**src/hw/rtl/p2tr_pkg.sv**
```systemverilog
`timescale 1ns / 1ps
// ----------------------------------------------------------------------------
// p2tr_pkg
// shared widths, register indexes, command codes and the control/status
// structs between the controller and the datapath
// ----------------------------------------------------------------------------
package p2tr_pkg;

  localparam int MAX_SIDE_DEF = 256;   // default largest source side

  localparam int COL_W   = 8;          // width of the col and row fields
  localparam int PIX_W   = 32;         // rgba word
  localparam int CFG_W   = 9;          // width of the side field taken from a register write
  localparam int PADDR_W = 4;          // three registers at 4-byte spacing
  localparam int PDATA_W = 32;

  // register indexes (paddr word index)
  localparam logic [1:0] REG_SRC_WIDTH   = 2'd0;
  localparam logic [1:0] REG_SRC_HEIGHT  = 2'd1;
  localparam logic [1:0] REG_EXPAND_MODE = 2'd2;

  // input word command codes
  localparam logic CMD_STORE = 1'b0;
  localparam logic CMD_FETCH = 1'b1;

  // controller to datapath
  typedef struct packed {
    logic store;    // write the incoming pixel into the source store
    logic capture;  // latch fetch coordinates
    logic calc;     // compute and register the source address and flags
    logic read;     // read the source store
    logic load;     // move the fetched word into the output register
  } p2tr_cmd_t;

  // datapath to controller
  typedef struct packed {
    logic out_free; // output register can take a word this cycle
  } p2tr_sts_t;

endpackage

```
**src/hw/rtl/p2tr_ctrl.sv**
```systemverilog
`timescale 1ns / 1ps
// ----------------------------------------------------------------------------
// p2tr_ctrl
// sequencer for one input word at a time: stores finish on acceptance,
// fetches walk through address calc, store read and output load
// ----------------------------------------------------------------------------
module p2tr_ctrl (
  input  logic                 clk_i,
  input  logic                 rst_ni,
  input  logic                 in_valid_i,
  output logic                 in_stall_o,
  input  logic                 cmd_i,
  input  p2tr_pkg::p2tr_sts_t  sts_i,
  output p2tr_pkg::p2tr_cmd_t  cmd_o
);

  localparam logic [1:0] S_IDLE = 2'd0;
  localparam logic [1:0] S_CALC = 2'd1;
  localparam logic [1:0] S_READ = 2'd2;
  localparam logic [1:0] S_LOAD = 2'd3;

  logic [1:0] state_q, state_d;
  logic       accept;

  assign in_stall_o = (state_q != S_IDLE);
  assign accept     = in_valid_i && (state_q == S_IDLE);

  always_comb begin
    state_d = state_q;
    cmd_o   = '0;
    unique case (state_q)
      S_IDLE: begin
        if (accept) begin
          if (cmd_i == p2tr_pkg::CMD_STORE) begin
            cmd_o.store = 1'b1;
          end else begin
            cmd_o.capture = 1'b1;
            state_d       = S_CALC;
          end
        end
      end
      S_CALC: begin
        cmd_o.calc = 1'b1;
        state_d    = S_READ;
      end
      S_READ: begin
        cmd_o.read = 1'b1;
        state_d    = S_LOAD;
      end
      S_LOAD: begin
        if (sts_i.out_free) begin
          cmd_o.load = 1'b1;
          state_d    = S_IDLE;
        end
      end
      default: state_d = S_IDLE;
    endcase
  end

  always_ff @(posedge clk_i or negedge rst_ni) begin
    if (!rst_ni) begin
      state_q <= S_IDLE;
    end else begin
      state_q <= state_d;
    end
  end

endmodule

```
**config.mk**
```make
export PLATFORM = sky130hd
export DESIGN_NAME = p2tr_ctrl
export DESIGN_NICKNAME = d
export VERILOG_FILES = /design/src/hw/rtl/p2tr_pkg.sv /design/src/hw/rtl/p2tr_ctrl.sv
export SDC_FILE = /design/constraint.sdc
export NUM_CORES = 1
export LEC_CHECK = 0
export BUFFER_PORTS_ARGS = -buffer_cell sky130_fd_sc_hd__buf_2
export CAP_MARGIN = 0
export CORE_AREA = 2 2 39 41
export DETAILED_ROUTE_END_ITERATION = 8
export DIE_AREA = 0 0 41 43
export SYNTH_ARGS = -nofsm -noshare
export SYNTH_HDL_FRONTEND = slang
export SYNTH_SLANG_ARGS = --single-unit
```
**constraint.sdc**
```tcl
create_clock -name clk_i -period 2.1 [get_ports clk_i]
set_input_delay 0.21 -clock clk_i [delete_from_list [all_inputs] [get_ports clk_i]]
set_output_delay 0.21 -clock clk_i [all_outputs]
set_load 0.01 [all_outputs]
```
==> results of run 1 <==
cells in the mapped netlist:
library cell and number:
ha_1 5, inv_1 3, dfrtp_1 2, nand2_1 2, nor2_1 2, a21oi_2 1
and2_1 1, and3_2 1, mux2_4 1, mux2i_1 1, nor2b_2 1
power by group through the flow:
| stage | combinational, W | sequential (W) | clock (W) |
|---|---|---|---|
| 2_1_floorplan | 0.000180 | 0.0000764 | 0 |
| 3_3_place_gp | 0.000236 | 0.0000814 | 0 |
| 3_5_place_dp | 0.000239 | 0.0000820 | 0 |
| 4_1_cts | 0.000241 | 0.0000816 | 0.0000906 |
| 5_1_grt | 0.000261 | 0.0000847 | 0.0000988 |
| 6_report | 0.000236 | 0.0000809 | 0.0000847 |
cell type report:
class	instances	area (um2)	share of cell area
multi-input cells	15	134	0.450
clock buffers	3	22.5	0.0756
repair buffers	11	60.1	0.202
well taps	16	20.0	0.0672
inverters	3	11.3	0.0378
flip-flops and latches	2	50.0	0.168
placed cells by master (no fill, tap or decap):
cell           count
a21oi_2            1
and2_1             1
and3_2             1
buf_2             10
clkbuf_4           3
dfrtp_1            2
dlygate4sd3_1      1
ha_1               5
inv_1              3
mux2_4             1
mux2i_1            1
nand2_1            2
nor2_1             2
nor2b_2            1
worst register-to-register path, cell delays in order (launching register included):
cell     delay, ns
dfrtp_1       0.40
ha_1          0.20
nor2b_2       0.15
a21oi_2       0.16
mux2_4        0.31
stage by stage:
step                setup slack [ns]  cells   util  hold slack [ns]
global route                   0.562     50  0.215            0.317
CTS                            0.625     50  0.215            0.309
global placement               0.775     46  0.192         -0.00284
detailed placement             0.761     46  0.192         -0.00167
finish                         0.636     50  0.215            0.308
floorplan                      0.810     20      -          -0.0856
what timing repair did:
item	in CTS	in global routing
endpoints found under the hold margin	2	0
hold buffers	1	0
endpoints found under the setup margin	0	0
logic make-up (layout without fill, tap and decap cells):
logic type | count (synthesis) | in the layout
AO/OA/AOI/OAI | 1 | 1
adder cells (fa/ha/maj) | 5 | 5
buffers and inverters | 3 | 17
flip-flops | 2 | 2
multiplexers | 2 | 2
AND/OR/NAND/NOR | 7 | 7
path summary, 6_finish.rpt:
path,start,end,slack (ns),depth (start not counted)
min reg2reg,state_q[1],state_q[1],0.58,1
max reg2reg,state_q[1],state_q[1],0.77,4
min in group clk_i,cmd_i,state_q[0],0.39,4
max in group asynchronous,rst_ni,state_q[1],1.70,2
max,state_q[1],cmd_o[3],0.64,4
min,rst_ni,state_q[0],0.31,2
metal layers:
| layer | global-route usage | wire length, um | vias to the layer above |
|---|---|---|---|
| met5 | 0 | 0 | - |
| met4 | 0.0800 | 0 | 0 |
| met3 | 0.0471 | 25 | 0 |
| met2 | 0.0500 | 171 | 6 |
| met1 | 0.0579 | 168 | 73 |
| li1 | - | - | 91 |
==> metrics.txt, run 1 <==
Die Span Y around 43 um; DIE AREA roughly 1800 um2; Nets between 40 and 50; Starting DRT DRC Count 0; placed instance area about 270 um2; Leak around 0.17 nW; final-report hold violation count 0; number of global-route vias before repair about 150; DRT antenna net count 0; Worst VDD drop 0.000369 V; global-route wire length before repair 545 um; CTS Buf Count 3; top post-synthesis cells by area ha_1 32%, dfrtp_1 26%, mux2_4 7.7%; Buf+Inv Stages, Crit Path 2; post-CTS sizing 0; Pins Over Slew Limit 0; CP Launch Type flop; Period minus WS final about 1.5 ns; Detailed Route WL ~370 um; Slew headroom 0.891; WP data required roughly 1.9 ns; Mapped Area roughly 200 um2; routability congestion estimate around 0.73; Cell variety after synth 11; Sink Count 2; drt via density ~3.4; synthesized instance count 20; antenna violations before repair 0; endpoints failing setup 0; Die X about 41 um; port bufs 10; main combinational cell family by area after synthesis adder cells; Seq cells post-synth 2; P_int roughly 0.00025 W; Seq/Total Area, Yosys 0.256; Sw Ratio 0.388; biggest registers after layout state_q: 2 flops; biggest area consumer among synthesized cells ha_1; slowest stage delay, CP roughly 0.38 ns; via total after detailed routing 170; adder-cell share of the synthesized area 0.321; synth warn 0; pin count of the biggest net entering global routing 5; grt ovf 0; Core ar. 1380 um2; Residual DRC 0; starting density of the core 0.141; mux contribution to synthesized area 0.128; Final Skew between 0.00015 and 0.0002 ns; critical path's top delay family flip-flops; Worst-path clk slew roughly 0.030 ns; pwr dens 1350 nW/um2; GRT Util Overall 0.0552; post-route setup TNS 0 ns; net switching power figure about 0.00016 W; Synth Area in XOR/XNOR 0; measured slew at the worst slew-check pin roughly 0.16 ns; Combinational Power Share 0.588; drt pass-1 iters 1; Flop pwr share 0.201; # H-tree levels 1; Root Buffer clkbuf_4; fmax 683 MHz; Post-Syn Nets 30; clock share of power 0.211; post-synthesis compound-gate area fraction 0.0449; Area Growth Syn to Fin 52.6%; Biggest register state_q; antenna fix cells 0; CTS tree yes; critical path arrival about 1.3 ns; DP HPWL between 300 and 400 um; Row Count 14; syn_area_per_cell about 9.8 um2; CTS Buffer Depth 2; Max Cap Violations 0; detailed-route wire length per cell between 7 and 8 um; Clock Latency Late Sink 0.22 ns; CP max stage cell dfrtp_1; CP Cell Sequence inv_1 -> ha_1 -> and3_2 -> buf_2; RSZ-0062 raised after global routing no; Design Area, Final 298 um2; io pins 11; Final Power roughly 0.0004 W; setup repair bufs after CTS 0; crit share post-route 0.697; worst min-delay path category in2async; max reg flops 2; Crit Path Class reg2out; crit end category output port; outcome completed; Crit Path Max Fanout 4; Post-Synth Simple-Gate Area 0.192; top-area cell type share of the netlist area 0.321; fillers 148; layout cell share with drive strength beyond 1 0.500
No activity file was read; power rests on OpenSTA's default activity.
==> inputs of run 2 (changes only) <==
clock period = 1.5 ns   (was 2.1 ns; I/O delays follow)
==> run 2 against run 1 <==
Against the previous run:
- worst setup slack got worse by 0.54 ns
- hold slack got worse by 0.062 ns
- sequential power rose by 41%
- combinational power rose by 43%
- total power rose by 42%
- critical path depth did not move
- die area did not move
- critical path type unchanged
- non-clock buffer count did not move
==> metrics.txt, run 2 (synthesis results as in run 1) <==
WP data required ~1.4 ns; antenna fix cells 0; port bufs 10; Nets 46; final-report hold violation count 0; crit share post-route 0.934; pin count of the biggest net entering global routing 5; placed cell count between 40 and 50; Worst-path clk slew about 0.03 ns; critical path arrival 1.25 ns; pwr dens 1920 nW/um2; GRT Util Overall 0.0672; placed instance area 265 um2; post-route setup TNS 0 ns; fmax between 700 and 800 MHz; antenna violations before repair 0; Starting DRT DRC Count 0; hold_buf cts 1; biggest registers after layout state_q: 2 flops; RSZ-0062 raised after global routing no; Slew headroom 0.899; DP HPWL approximately 330 um; detailed-route wire length per cell around 8.3 um; Area Growth Syn to Fin 52.6%; post-CTS sizing 0; CTS Buf Count 3; Crit Path Max Fanout 4; routability congestion estimate approximately 0.65; Sink Count 2; global-route wire length before repair ~740 um; Worst VDD drop roughly 0.0004 V; fillers 153; Period minus WS final approximately 1.4 ns; Biggest register state_q; Leak 0.175 nW; Final Skew about 0.0027 ns; Core ar. about 1400 um2; crit end category output port; Die Span Y 43 um; Residual DRC 0; Finished Layout Cells 50; CTS tree yes; commonest non-fill, non-tap cell in the layout buf_2; io pins 11; most frequent cells in the layout 10 x buf_2, 5 x ha_1, 3 x inv_1, 3 x clkbuf_4; max reg flops 2; CP Launch Type flop; number of global-route vias before repair a little over 200; Pins Over Slew Limit 0; via total after detailed routing ~170; layout cell share with drive strength beyond 1 0.500; endpoints failing setup 0; measured slew at the worst slew-check pin approximately 0.15 ns; Detailed Route WL 414 um; grt ovf 0; DIE AREA approximately 1800 um2; Row Count 14; worst setup path startpoint state_q[0]; # H-tree levels 1; drt pass-1 iters 1; Crit Path Class reg2out; Die X around 40 um; Core Util, Final 0.215; Root Buffer clkbuf_4; DRT antenna net count 0; worst min-delay path category in2async; Design Area, Final just under 300 um2; outcome completed; setup repair bufs after CTS 0; Clock Latency Late Sink between 0.2 and 0.25 ns; starting density of the core 0.141; CTS Buffer Depth 2; RR Startpoint state_q[1]; Max Cap Violations 0; drt via density around 3.3
[run 2: cell counts in the layout (fill, tap and decap cells not counted)]
No cell type changed its count.
[run 2: area by class of cell]
class                      count  area, um2  share of cell area
clock buffer                   3       22.5              0.0756
inverter                       3       11.3              0.0378
multi-input combinational     15        134               0.450
sequential                     2       50.0               0.168
tap                           16       20.0              0.0672
timing repair buffer          11       60.1               0.202
[run 2: through the flow]
step | hold WS, ns | setup WS (ns) | power (W)
after floorplan | -0.146 | 0.210 | 0.000359
after global placement | -0.0657 | 0.165 | 0.000448
after detailed placement | -0.0646 | 0.151 | 0.000455
after CTS | 0.247 | 0.0731 | 0.000591
after global routing | 0.259 | 0.00485 | 0.000649
final | 0.246 | 0.0990 | 0.000572
[run 2: critical path, cell delays in order (launching register included)]
cell and delay [ns]:
dfrtp_1 0.36, inv_1 0.10, ha_1 0.24, and3_2 0.19, buf_2 0.13
[run 2: routing by layer]
metal  routed length, um  up-vias  GRT usage
li1                    -       90          -
met1                 138       72     0.0513
met2                 246        4      0.106
met3                  29        0     0.0262
met4                   0        0     0.0800
met5                   0        -          0
[run 2: power by group]
part           internal, W  switching (W)
clock            0.0000883      0.0000314
combinational     0.000171       0.000167
sequential       0.0000858      0.0000281
total             0.000345       0.000227
[run 2: final timing paths]
kind,endpoint,slack (ns),depth (start not counted)
worst max-delay path,cmd_o[3],0.1,4
worst min-delay path,state_q[1],0.25,2
worst max register to register,state_q[1],0.16,4
worst min register to register,state_q[1],0.58,1
max in group asynchronous,state_q[0],1.16,2
min in group clk_i,state_q[0],0.36,4
